===== src/design/rle_pkg.sv =====
// Shared types and constants for the run-length symbol expander.
// No dependencies; imported by rle_ctrl, rle_dp and rle_symbol_run_expander.
`default_nettype none

package rle_pkg;

    localparam int RLE_MAX_RUN = 64;

    localparam int CHAR_W  = 8;
    localparam int GROUP_W = 5;

    localparam logic [CHAR_W-1:0] CH_LOWER_A = 8'h61;
    localparam logic [CHAR_W-1:0] CH_LOWER_Z = 8'h7A;
    localparam logic [CHAR_W-1:0] CH_UPPER_A = 8'h41;
    localparam logic [CHAR_W-1:0] CH_UPPER_F = 8'h46;
    localparam logic [CHAR_W-1:0] CH_ZERO    = 8'h30;
    localparam logic [CHAR_W-1:0] CH_NINE    = 8'h39;

    localparam logic [GROUP_W-1:0] UPPER_BASE = 5'd26;
    localparam int                 DEC_BASE   = 10;

    typedef enum logic [0:0] {
        ST_IDLE,
        ST_EMIT
    } rle_state_t;

    typedef struct packed {
        logic accept;
        logic step;
    } rle_cmd_t;

    typedef struct packed {
        logic out_free;
        logic run_start;
        logic last_group;
    } rle_status_t;

endpackage

`default_nettype wire


===== src/design/rle_ctrl.sv =====
// Controller state machine: takes one transaction in, then emits any run it completes.
// Depends on rle_pkg; drives command signals into rle_dp.
`default_nettype none

module rle_ctrl
(
    input  wire                   clk,
    input  wire                   rst_n,
    input  wire                   in_valid,
    output logic                  in_ready,
    input  rle_pkg::rle_status_t  sts,
    output rle_pkg::rle_cmd_t     cmd
);
    import rle_pkg::*;

    rle_state_t state_reg;
    rle_state_t state_next;

    always_ff @(posedge clk or negedge rst_n)
    begin
        if (!rst_n)
        begin
            state_reg <= ST_IDLE;
        end
        else
        begin
            state_reg <= state_next;
        end
    end

    always_comb
    begin
        state_next = state_reg;
        in_ready   = 1'b0;
        cmd        = '0;
        unique case (state_reg)
            ST_IDLE:
            begin
                in_ready = sts.out_free;
                if (in_valid && sts.out_free)
                begin
                    cmd.accept = 1'b1;
                    if (sts.run_start)
                    begin
                        state_next = ST_EMIT;
                    end
                end
            end
            ST_EMIT:
            begin
                if (sts.out_free)
                begin
                    cmd.step = 1'b1;
                    if (sts.last_group)
                    begin
                        state_next = ST_IDLE;
                    end
                end
            end
            default:
            begin
                state_next = ST_IDLE;
            end
        endcase
    end

endmodule

`default_nettype wire


===== src/design/rle_dp.sv =====
// Datapath: character decode, run count accumulation, run emission and output register.
// Depends on rle_pkg; steered by rle_ctrl through rle_cmd_t / rle_status_t.
`default_nettype none

module rle_dp
#(
    parameter int MAX_RUN = rle_pkg::RLE_MAX_RUN
)
(
    input  wire                              clk,
    input  wire                              rst_n,
    input  wire  [rle_pkg::CHAR_W-1:0]       char_byte,
    input  wire                              end_of_stream,
    input  rle_pkg::rle_cmd_t                cmd,
    output rle_pkg::rle_status_t             sts,
    output logic                             out_valid,
    input  wire                              out_ready,
    output logic [rle_pkg::GROUP_W-1:0]      bit_group,
    output logic                             last_of_run,
    output logic                             invalid_char,
    output logic                             run_truncated
);
    import rle_pkg::*;

    localparam int CNT_W  = $clog2(MAX_RUN + 1);
    localparam int PROD_W = CNT_W + 4;

    // decoder state
    logic [GROUP_W-1:0] pending_symbol_reg, pending_symbol_next;
    logic               symbol_valid_reg,   symbol_valid_next;
    logic [CNT_W-1:0]   run_count_reg,      run_count_next;
    logic               count_saturated_reg, count_saturated_next;
    logic               error_mode_reg,     error_mode_next;

    // run being emitted
    logic [GROUP_W-1:0] emit_sym_reg,  emit_sym_next;
    logic [CNT_W-1:0]   emit_left_reg, emit_left_next;
    logic               emit_sat_reg,  emit_sat_next;

    // output register
    logic               out_valid_reg, out_valid_next;
    logic [GROUP_W-1:0] group_reg,     group_next;
    logic               last_reg,      last_next;
    logic               inv_reg,       inv_next;
    logic               trunc_reg,     trunc_next;

    logic               is_lower, is_upper, is_digit, is_letter;
    logic [CHAR_W-1:0]  off_lower, off_upper, off_digit;
    logic [GROUP_W-1:0] letter_sym;
    logic [CNT_W-1:0]   flush_n;
    logic [PROD_W-1:0]  count_acc;

    always_comb
    begin
        is_lower  = (char_byte >= CH_LOWER_A) && (char_byte <= CH_LOWER_Z);
        is_upper  = (char_byte >= CH_UPPER_A) && (char_byte <= CH_UPPER_F);
        is_digit  = (char_byte >= CH_ZERO) && (char_byte <= CH_NINE);
        is_letter = is_lower || is_upper;
        off_lower = char_byte - CH_LOWER_A;
        off_upper = char_byte - CH_UPPER_A;
        off_digit = char_byte - CH_ZERO;
        letter_sym = is_lower ? off_lower[GROUP_W-1:0]
                              : off_upper[GROUP_W-1:0] + UPPER_BASE;
        flush_n   = symbol_valid_reg ? run_count_reg : '0;
        count_acc = {4'b0, run_count_reg} * PROD_W'(DEC_BASE)
                  + PROD_W'(off_digit[3:0]);
    end

    always_comb
    begin
        sts.out_free   = !out_valid_reg || out_ready;
        sts.run_start  = !error_mode_reg && (end_of_stream || is_letter)
                       && (flush_n != '0);
        sts.last_group = (emit_left_reg == CNT_W'(1));
    end

    always_comb
    begin
        pending_symbol_next  = pending_symbol_reg;
        symbol_valid_next    = symbol_valid_reg;
        run_count_next       = run_count_reg;
        count_saturated_next = count_saturated_reg;
        error_mode_next      = error_mode_reg;
        emit_sym_next        = emit_sym_reg;
        emit_left_next       = emit_left_reg;
        emit_sat_next        = emit_sat_reg;
        out_valid_next       = out_valid_reg && !out_ready;
        group_next           = group_reg;
        last_next            = last_reg;
        inv_next             = inv_reg;
        trunc_next           = trunc_reg;

        if (cmd.accept)
        begin
            if (sts.run_start)
            begin
                emit_sym_next  = pending_symbol_reg;
                emit_left_next = flush_n;
                emit_sat_next  = count_saturated_reg;
            end
            priority if (end_of_stream)
            begin
                pending_symbol_next  = '0;
                symbol_valid_next    = 1'b0;
                run_count_next       = '0;
                count_saturated_next = 1'b0;
                error_mode_next      = 1'b0;
            end
            else if (error_mode_reg)
            begin
                error_mode_next = 1'b1;
            end
            else if (is_letter)
            begin
                pending_symbol_next  = letter_sym;
                symbol_valid_next    = 1'b1;
                run_count_next       = '0;
                count_saturated_next = 1'b0;
            end
            else if (is_digit && symbol_valid_reg)
            begin
                if (count_acc > PROD_W'(MAX_RUN))
                begin
                    run_count_next       = CNT_W'(MAX_RUN);
                    count_saturated_next = 1'b1;
                end
                else
                begin
                    run_count_next = count_acc[CNT_W-1:0];
                end
            end
            else
            begin
                pending_symbol_next  = '0;
                symbol_valid_next    = 1'b0;
                run_count_next       = '0;
                count_saturated_next = 1'b0;
                error_mode_next      = 1'b1;
                out_valid_next       = 1'b1;
                group_next           = '0;
                last_next            = 1'b1;
                inv_next             = 1'b1;
                trunc_next           = 1'b0;
            end
        end

        if (cmd.step)
        begin
            emit_left_next = emit_left_reg - CNT_W'(1);
            out_valid_next = 1'b1;
            group_next     = emit_sym_reg;
            last_next      = sts.last_group;
            inv_next       = 1'b0;
            trunc_next     = sts.last_group && emit_sat_reg;
        end
    end

    always_ff @(posedge clk or negedge rst_n)
    begin
        if (!rst_n)
        begin
            pending_symbol_reg  <= '0;
            symbol_valid_reg    <= 1'b0;
            run_count_reg       <= '0;
            count_saturated_reg <= 1'b0;
            error_mode_reg      <= 1'b0;
            emit_left_reg       <= '0;
            out_valid_reg       <= 1'b0;
        end
        else
        begin
            pending_symbol_reg  <= pending_symbol_next;
            symbol_valid_reg    <= symbol_valid_next;
            run_count_reg       <= run_count_next;
            count_saturated_reg <= count_saturated_next;
            error_mode_reg      <= error_mode_next;
            emit_left_reg       <= emit_left_next;
            out_valid_reg       <= out_valid_next;
        end
    end

    always_ff @(posedge clk)
    begin
        emit_sym_reg <= emit_sym_next;
        emit_sat_reg <= emit_sat_next;
        group_reg    <= group_next;
        last_reg     <= last_next;
        inv_reg      <= inv_next;
        trunc_reg    <= trunc_next;
    end

    assign out_valid     = out_valid_reg;
    assign bit_group     = group_reg;
    assign last_of_run   = last_reg;
    assign invalid_char  = inv_reg;
    assign run_truncated = trunc_reg;

    a_step_has_work: assert property (@(posedge clk) disable iff (!rst_n)
        cmd.step |-> emit_left_reg != '0)
        else $error("group emitted with no run left");

    a_error_result_shape: assert property (@(posedge clk) disable iff (!rst_n)
        out_valid_reg && inv_reg |-> last_reg && !trunc_reg && group_reg == '0)
        else $error("malformed error result");

    a_run_loaded: assert property (@(posedge clk) disable iff (!rst_n)
        cmd.accept && sts.run_start |=> emit_left_reg != '0)
        else $error("run started with zero count");

    a_count_bound: assert property (@(posedge clk) disable iff (!rst_n)
        run_count_reg <= CNT_W'(MAX_RUN))
        else $error("run count above maximum");

endmodule

`default_nettype wire


===== src/design/rle_symbol_run_expander.sv =====
// On acceptance, a completed run is loaded into the emit counter; an error result goes
// straight to the output register. No new item is taken while a run is emitted by the
// single emit counter, one group a cycle into the output register while it is free.
// Reset: rst_n asynchronous, active low; clears decode state, no clearing pass.
// Top level of the run-length symbol expander; depends on rle_pkg, rle_ctrl, rle_dp.
`default_nettype none

module rle_symbol_run_expander
#(
    parameter int MAX_RUN = rle_pkg::RLE_MAX_RUN
)
(
    input  wire                              clk,
    input  wire                              rst_n,
    input  wire                              in_valid,
    output logic                             in_ready,
    input  wire  [rle_pkg::CHAR_W-1:0]       char_byte,
    input  wire                              end_of_stream,
    output logic                             out_valid,
    input  wire                              out_ready,
    output logic [rle_pkg::GROUP_W-1:0]      bit_group,
    output logic                             last_of_run,
    output logic                             invalid_char,
    output logic                             run_truncated
);
    import rle_pkg::*;

    rle_cmd_t    cmd;
    rle_status_t sts;

    rle_ctrl u_ctrl
    (
        .clk      (clk),
        .rst_n    (rst_n),
        .in_valid (in_valid),
        .in_ready (in_ready),
        .sts      (sts),
        .cmd      (cmd)
    );

    rle_dp
    #(
        .MAX_RUN (MAX_RUN)
    )
    u_dp
    (
        .clk           (clk),
        .rst_n         (rst_n),
        .char_byte     (char_byte),
        .end_of_stream (end_of_stream),
        .cmd           (cmd),
        .sts           (sts),
        .out_valid     (out_valid),
        .out_ready     (out_ready),
        .bit_group     (bit_group),
        .last_of_run   (last_of_run),
        .invalid_char  (invalid_char),
        .run_truncated (run_truncated)
    );

endmodule

`default_nettype wire

===== config.mk =====
export PLATFORM = sky130hd
export DESIGN_NAME = rle_symbol_run_expander
export DESIGN_NICKNAME = d
export VERILOG_FILES = /design/src/design/rle_pkg.sv /design/src/design/rle_ctrl.sv /design/src/design/rle_dp.sv /design/src/design/rle_symbol_run_expander.sv
export SDC_FILE = /design/constraint.sdc
export NUM_CORES = 1
export LEC_CHECK = 0
export BUFFER_PORTS_ARGS = -buffer_cell sky130_fd_sc_hd__buf_4
export CAP_MARGIN = 20
export CORE_ASPECT_RATIO = 1.4
export CORE_MARGIN = 2
export CORE_UTILIZATION = 60
export CTS_CLUSTER_SIZE = 8
export DETAILED_ROUTE_END_ITERATION = 6
export PLACE_DENSITY = 0.93
export SLEW_MARGIN = 30
export SYNTH_ARGS = -nofsm -noshare
export SYNTH_HDL_FRONTEND = slang
export SYNTH_SLANG_ARGS = --single-unit

===== constraint.sdc =====
create_clock -name clk -period 4.9 [get_ports clk]
set_clock_uncertainty 0.05 [all_clocks]
set_input_delay 0.245 -clock clk [delete_from_list [all_inputs] [get_ports clk]]
set_output_delay 0.245 -clock clk [all_outputs]
set_load 0.01 [all_outputs]

==> results of run 1 <==
==> cell type report <==
class / instances / area (um2) / area share [%]
Multi-Input combinational cell: 181 / 1290 / 48.7
Sequential cell: 38 / 1010 / 38.1
Timing Repair Buffer: 23 / 175 / 6.60
Clock buffer: 6 / 72.6 / 2.74
Tap cell: 43 / 53.8 / 2.03
Inverter: 10 / 37.5 / 1.42
Clock inverter: 2 / 10.0 / 0.377
==> cells by family (layout without fill, tap and decap cells) <==
logic type,count (synthesis),count (layout),synth area share [%]
xor+xnor,11,11,4.05
mux,1,1,0.421
compound gates,61,61,18.2
simple gates,88,88,20.5
buf+inv,16,41,3.05
flops,38,38,42.5
fa+ha+maj,20,20,11.2
==> critical path, stage by stage, from the launching register on <==
cell	delay, ps
dfrtp_1	460
ha_1	330
ha_1	240
fa_1	540
nand2b_1	130
a2bb2oi_1	230
nand3_1	130
a31o_2	300
nor4_4	410
a22o_1	190
==> synthesized netlist by cell type, types with 3 or more instances <==
master,instances,share of area (%)
xnor2_1,5,1.8
nor4_1,4,1.1
dfrtp_1,24,25
nor3_1,8,1.7
a21oi_1,13,2.7
nor2_1,10,1.6
nand3_1,8,1.7
ha_1,18,9.5
nand2b_1,5,1.3
xor2_1,6,2.2
edfxtp_1,13,16
o21ai_1,9,1.9
o21ai_0,3,0.63
or3_1,4,1.1
o311ai_1,4,1.5
a22o_1,6,2.2
and3_1,6,1.6
nand4_1,3,0.79
nand2_1,22,3.5
clkbuf_1,3,0.47
inv_1,10,1.6
o211ai_1,3,0.95
==> timing repair <==
action                                 in CTS  in global routing
hold buffers                                1                  0
setup endpoints to repair                   0                  0
endpoints found under the hold margin      24                  0
==> worst paths after layout <==
check                                                     to  slack, ps  cells past startpoint
max                        u_dp.run_count_reg[5]$_DFFE_PN0P_       1840                      9
min                          u_dp.error_mode_reg$_DFFE_PN0P_        130                      2
max reg2reg                u_dp.run_count_reg[5]$_DFFE_PN0P_       1840                      9
min reg2reg                   u_dp.emit_sym_reg[2]$_DFFE_PP_        400                      0
max in group asynchronous  u_dp.run_count_reg[1]$_DFFE_PN0P_       4210                      2
min in group asynchronous  u_dp.emit_left_reg[5]$_DFFE_PN0P_        350                      2
==> per-layer routing <==
layer  vias up  GRT usage (%)  wire, um
li1        931              -         -
met1       911           25.2      1890
met2        50           40.6      2510
met3         9           4.28       168
met4         0           11.2       113
met5         -              0         0
==> metrics by stage <==
| stage | hold slack [ps] | worst slack [ps] | instances | util (%) |
|---|---|---|---|---|
| floorplan | -101 | 2150 | 235 | - |
| global placement | 101 | 2010 | 294 | 66.5 |
| global route | 133 | 1700 | 303 | 68.9 |
| finish | 135 | 1840 | 303 | 68.9 |
| CTS | 131 | 1890 | 303 | 68.9 |
| detailed placement | 101 | 1910 | 294 | 66.5 |
==> power groups by stage <==
| stage | combinational, mW | sequential [mW] | clock, mW |
|---|---|---|---|
| 6_report | 0.0672 | 0.342 | 0.202 |
| 5_1_grt | 0.0750 | 0.343 | 0.224 |
| 4_1_cts | 0.0671 | 0.342 | 0.204 |
| 3_5_place_dp | 0.0660 | 0.348 | 0 |
| 3_3_place_gp | 0.0638 | 0.348 | 0 |
| 2_1_floorplan | 0.0406 | 0.347 | 0 |
==> flow_metrics.py, run 1 <==
metrics = {
    "floorplanning": {
        "row_count": 27,
        "start_util_pct": 61.7,
        "die_w_um": 57.2,
        "core_area_um2": 3850,
        "io-pin-count": 23,
        "die_area_um2": 4490,
        "die_y_um": 78.5,
    },
    "cts": {
        "max-clock-path-buffers": 2,
        "cts-buffers-inserted": 5,
        "cts_tree": "built",
        "postCtsSetupBuffers": 0,
        "clk_latency_ps": 290,
        "cts-root-buf": "clkbuf_8",
        "clk_pin_slew_ps": 70,
        "clock-sinks": 38,
        "cts_htree_levels": 2,
        "postCtsResizedCells": 0,
    },
    "sta": {
        "post-route-period-util_pct": 62.4,
        "setup-violations-final": 0,
        "period_minus_slack_ps": 3060,
        "max-slew-margin-rel_pct": 41.8,
        "fin_tns_setup_ps": 0,
        "rsz0062_at_grt": "false",
        "slew_violations": 0,
        "worst_slew_pin_slew_ps": 872,
        "fmax_ghz": 0.327,
        "hold_viol": 0,
    },
    "drt": {
        "wl_per_cell_um": 15.4,
        "drc": 0,
        "via_per_inst": 6.27,
        "drt_pass1_iterations": 4,
        "vias": 1901,
        "drt-total-wl_um": 4680,
        "ant_nets": 0,
        "drtIter0Drc": 36,
    },
    "power": {
        "power_frac_clock_pct": 33.0,
        "p_leak_nw": 1.22,
        "p_int_mw": 0.462,
        "ir_worst_vdd_v": 0.000223,
        "p_switching_mw": 0.150,
        "power_frac_seq_pct": 56.0,
        "total_power_mw": 0.611,
        "switching_share_pct": 24.5,
        "combPwrFrac_pct": 11.0,
        "p_per_area_nw_per_um2": 231,
    },
    "critical_path": {
        "path_max_fanout": 6,
        "arrival_ps": 3230,
        "crit_type": "reg2reg",
        "r2r-start": "u_dp.run_count_reg[1]$_DFFE_PN0P_",
        "start_kind": "flop",
        "endpoint_kind": "flop",
        "required_ps": 5070,
        "crit_start": "u_dp.run_count_reg[1]$_DFFE_PN0P_",
    },
    "cells_and_area": {
        "stdcell_area_um2": 2650,
        "final_common_cell": "dfrtp_1",
        "drive_gt1_share_pct": 15.4,
        "fill_cells": 304,
        "finalNetCount": 292,
        "final_cell_mix": "24 x dfrtp_1, 22 x nand2_1, 22 x buf_4",
        "diodes": 0,
        "syn2layout_area_growth_pct": 11.6,
    },
    "min_path": {
        "hp-class": "in2reg",
        "hold_start": "end_of_stream",
    },
    "global_route": {
        "antenna_found_initial": 0,
        "grt_max_degree": 25,
        "grt_pass1_wl_um": 7910,
        "grt_util_all_layers_pct": 22.7,
        "gr-total-overflow": 0,
        "grt_pass1_vias": 1852,
    },
    "yosys": {
        "syn_area_per_cell_um2": 10.1,
        "synth_cell_types": 60,
        "synth_area_um2": 2380,
        "ys_ff_latch": 38,
        "mappedNetlistNets": 268,
        "ys_async_sr_fraction_pct": 63.2,
        "synth_edf_count": 13,
        "yosys_most_used_dff": "dfrtp_1",
        "synth_warnings": 0,
        "yosysSeqAreaShare_pct": 42.5,
        "netlist_instances": 235,
    },
    "run": {
        "cap_violations": 0,
    },
    "placed_design": {
        "place_area_um2": 2560,
        "dpl.hpwl_um": 3560,
        "portBuffers": 22,
        "place_congestion": 0.973,
    },
    "run_status": {
        "status": "finished clean",
    },
}
No activity file was read; power rests on OpenSTA's default activity.
==> run 2, diff against run 1 <==
--- a/config.mk
+++ b/config.mk
@@ -5,14 +5,15 @@
 export SDC_FILE = /design/constraint.sdc
 export NUM_CORES = 1
 export LEC_CHECK = 0
+export ABC_AREA = 1
 export BUFFER_PORTS_ARGS = -buffer_cell sky130_fd_sc_hd__buf_4
 export CAP_MARGIN = 20
 export CORE_ASPECT_RATIO = 1.4
 export CORE_MARGIN = 2
-export CORE_UTILIZATION = 60
+export CORE_UTILIZATION = 54
 export CTS_CLUSTER_SIZE = 8
 export DETAILED_ROUTE_END_ITERATION = 6
-export PLACE_DENSITY = 0.93
+export PLACE_DENSITY = 0.88
 export SLEW_MARGIN = 30
 export SYNTH_ARGS = -nofsm -noshare
 export SYNTH_HDL_FRONTEND = slang
==> constraint.sdc (replaced) <==
create_clock -name clk -period 2.7 [get_ports clk]
set_clock_uncertainty 0.05 [all_clocks]
set_input_delay 0.135 -clock clk [delete_from_list [all_inputs] [get_ports clk]]
set_output_delay 0.135 -clock clk [all_outputs]
set_load 0.01 [all_outputs]
==> flow_metrics.py, run 2 <==
metrics = {
    "critical_path": {
        "start_kind": "flop",
        "critPathMaxStageDelay_ps": 600,
        "crit_chain": "ha_4 -> ha_4 -> fa_2 -> nand2_1 -> inv_1 -> nand4_1 -> nand2_2 -> nand3_1 -> nand2_2 -> nand2_2 -> a21oi_1 -> nand3b_1 -> nand2_1 -> nand2_1",
        "slowest_stage": "fa_2",
        "endpoint_kind": "flop",
        "crit_type": "reg2reg",
        "path_max_fanout": 3,
        "arrival_ps": 2720,
        "required_ps": 2840,
    },
    "cells_and_area": {
        "final_util_pct": 65.8,
        "finalNetCount": 407,
        "stdcell_area_um2": 3190,
        "instances_no_fill": 439,
        "final_cell_mix": "90 x nand2_1, 45 x inv_1, 27 x nor2_1, 27 x buf_4, 22 x dfrtp_1",
        "final_common_cell": "nand2_1",
        "drive_gt1_share_pct": 22.9,
        "syn2layout_area_growth_pct": 18.1,
        "diodes": 0,
    },
    "sta": {
        "max-slew-margin-rel_pct": 64.1,
        "hold_slack_ps": 59.4,
        "worst_slack_ps": 123,
        "hold_viol": 0,
        "fmax_ghz": 0.388,
        "worst_slew_pin_slew_ps": 537,
        "slew_violations": 0,
        "period_minus_slack_ps": 2580,
        "post-route-period-util_pct": 95.5,
        "setup-violations-final": 0,
    },
    "power": {
        "ir_worst_vdd_v": 0.000279,
        "power_frac_clock_pct": 27.7,
        "p_leak_nw": 1.58,
        "power_frac_seq_pct": 39.9,
        "p_int_mw": 1.38,
        "p_switching_mw": 0.719,
        "switching_share_pct": 34.2,
        "combPwrFrac_pct": 32.4,
        "p_per_area_nw_per_um2": 660,
    },
    "yosys": {
        "synth_edf_count": 13,
        "yosys_most_used_dff": "dfrtp_1",
        "syn_area_per_cell_um2": 7.84,
        "synth_area_um2": 2700,
        "ys_ff_latch": 38,
        "synth_warnings": 0,
        "synth_area_leaders": "dfrtp_1 22%, edfxtp_1 14%, nand2_1 13%",
        "synth_common_cells": "93 x nand2_1, 47 x inv_1, 28 x nor2_1",
        "ys_async_sr_fraction_pct": 63.2,
        "netlist_instances": 344,
        "mappedNetlistNets": 377,
        "yosysMostFrequentCell": "nand2_1",
        "yosysSeqAreaShare_pct": 37.5,
        "synth_top_cell_by_area": "dfrtp_1",
        "synth_top_area_share_pct": 22.3,
        "synth_cell_types": 35,
    },
    "placed_design": {
        "portBuffers": 22,
        "place_area_um2": 2940,
        "placedCellCount": 429,
        "place_congestion": 0.955,
        "pre_cts_ws_ps": 63.0,
        "dpl.hpwl_um": 4470,
    },
    "drt": {
        "wl_per_cell_um": 14.0,
        "wl_met2_um": 3370,
        "ant_nets": 0,
        "vias": 2417,
        "met1_length_um": 2380,
        "routed.top_layer": "met4",
        "drc": 0,
        "drt_pass1_iterations": 4,
        "via_per_inst": 5.51,
        "met3_length_um": 238,
        "drt-total-wl_um": 6150,
        "drtIter0Drc": 127,
    },
    "cts": {
        "clock-sinks": 38,
        "clk_latency_ps": 290,
        "cts-buffers-inserted": 5,
        "cts_tree": "built",
        "cts-root-buf": "clkbuf_8",
        "clk_pin_slew_ps": 80,
        "cts_htree_levels": 2,
        "max-clock-path-buffers": 2,
    },
    "floorplanning": {
        "die_y_um": 87.6,
        "row_count": 30,
        "core_area_um2": 4840,
        "die_area_um2": 5590,
        "io-pin-count": 23,
        "start_util_pct": 55.7,
        "die_w_um": 63.7,
    },
    "global_route": {
        "antenna_found_initial": 0,
        "grt_pass1_wl_um": 10300,
        "grt_util_all_layers_pct": 23.4,
        "grt_pass1_vias": 2393,
        "gr-total-overflow": 0,
        "grt_max_degree": 25,
    },
    "run_status": {
        "status": "finished clean",
    },
    "min_path": {
        "hp-class": "in2reg",
    },
    "run": {
        "cap_violations": 0,
    },
}
run 2: final timing paths:
check / cells after the start / to / slack (ps) / from
setup / recovery: 14 / u_dp.run_count_reg[6]$_DFFE_PN0P_ / 120 / u_dp.run_count_reg[1]$_DFFE_PN0P_
max in group asynchronous: 2 / u_dp.run_count_reg[0]$_DFFE_PN0P_ / 2120 / rst_n
hold / removal: 2 / u_dp.pending_symbol_reg[0]$_DFFE_PN0P_ / 60 / char_byte[0]
hold reg to reg: 2 / u_dp.invalid_char$_SDFFE_PP0P_ / 400 / u_dp.invalid_char$_SDFFE_PP0P_
min in group asynchronous: 2 / u_dp.emit_left_reg[6]$_DFFE_PN0P_ / 220 / rst_n
setup reg to reg: 14 / u_dp.run_count_reg[6]$_DFFE_PN0P_ / 120 / u_dp.run_count_reg[1]$_DFFE_PN0P_
run 2: logic make-up (layout without fill, tap and decap cells):
logic type                 after synthesis  after routing  synth area share (%)
and+or+nand+nor                        174            174                  29.9
buffers and inverters                   56             87                  8.16
adders and majority gates               20             20                  9.83
DFF                                     38             38                  37.5
xor gates and xnor gates                10             10                  3.53
AOI/OAI and AO/OA                       46             46                  11.1
run 2: critical path, delay by kind of cell, from the launching register on:
kind | cells | cell delay (ps)
flops | 1 | 420
fa+ha+maj | 3 | 1030
buf+inv | 1 | 60
compound gates | 1 | 120
simple gates | 9 | 780
run 2: routing by layer:
metal,track usage (%),up-vias
met2,44.1,64
met1,24.6,1165
li1,-,1169
met3,4.50,19
met4,11.9,0
met5,0,-
run 2: cell type report:
cell class                      instances  area, um2
Tap cell                               64       80.1
Timing Repair Buffer                   28        213
Multi-Input combinational cell        250       1550
Clock buffer                            5       68.8
Sequential cell                        38       1010
Inverter                               51        191
Fill cell                             368       1660
Clock inverter                          3       68.8
run 2: stage by stage:
step | power, mW | TNS [ps]
global route | 2.22 | -83.1
detailed placement | 1.51 | 0
CTS | 2.10 | 0
global placement | 1.48 | 0
finish | 2.10 | 0
floorplan | 1.29 | 0
run 2: repair_timing:
item / 4_1_cts / 5_1_grt
hold buffers: 1 / 0
buffers inserted: 0 / 1
endpoints found under the hold margin: 24 / 0
endpoints found under the setup margin: 0 / 8
gates resized for setup: 0 / 19
run 2: power by group through the flow:
stage	Combinational (mW)	Clock [mW]	Sequential, mW
floorplan	0.450	0	0.845
global placement	0.640	0	0.840
global route	0.767	0.603	0.854
detailed placement	0.665	0	0.848
CTS	0.680	0.580	0.837
finish	0.681	0.583	0.839
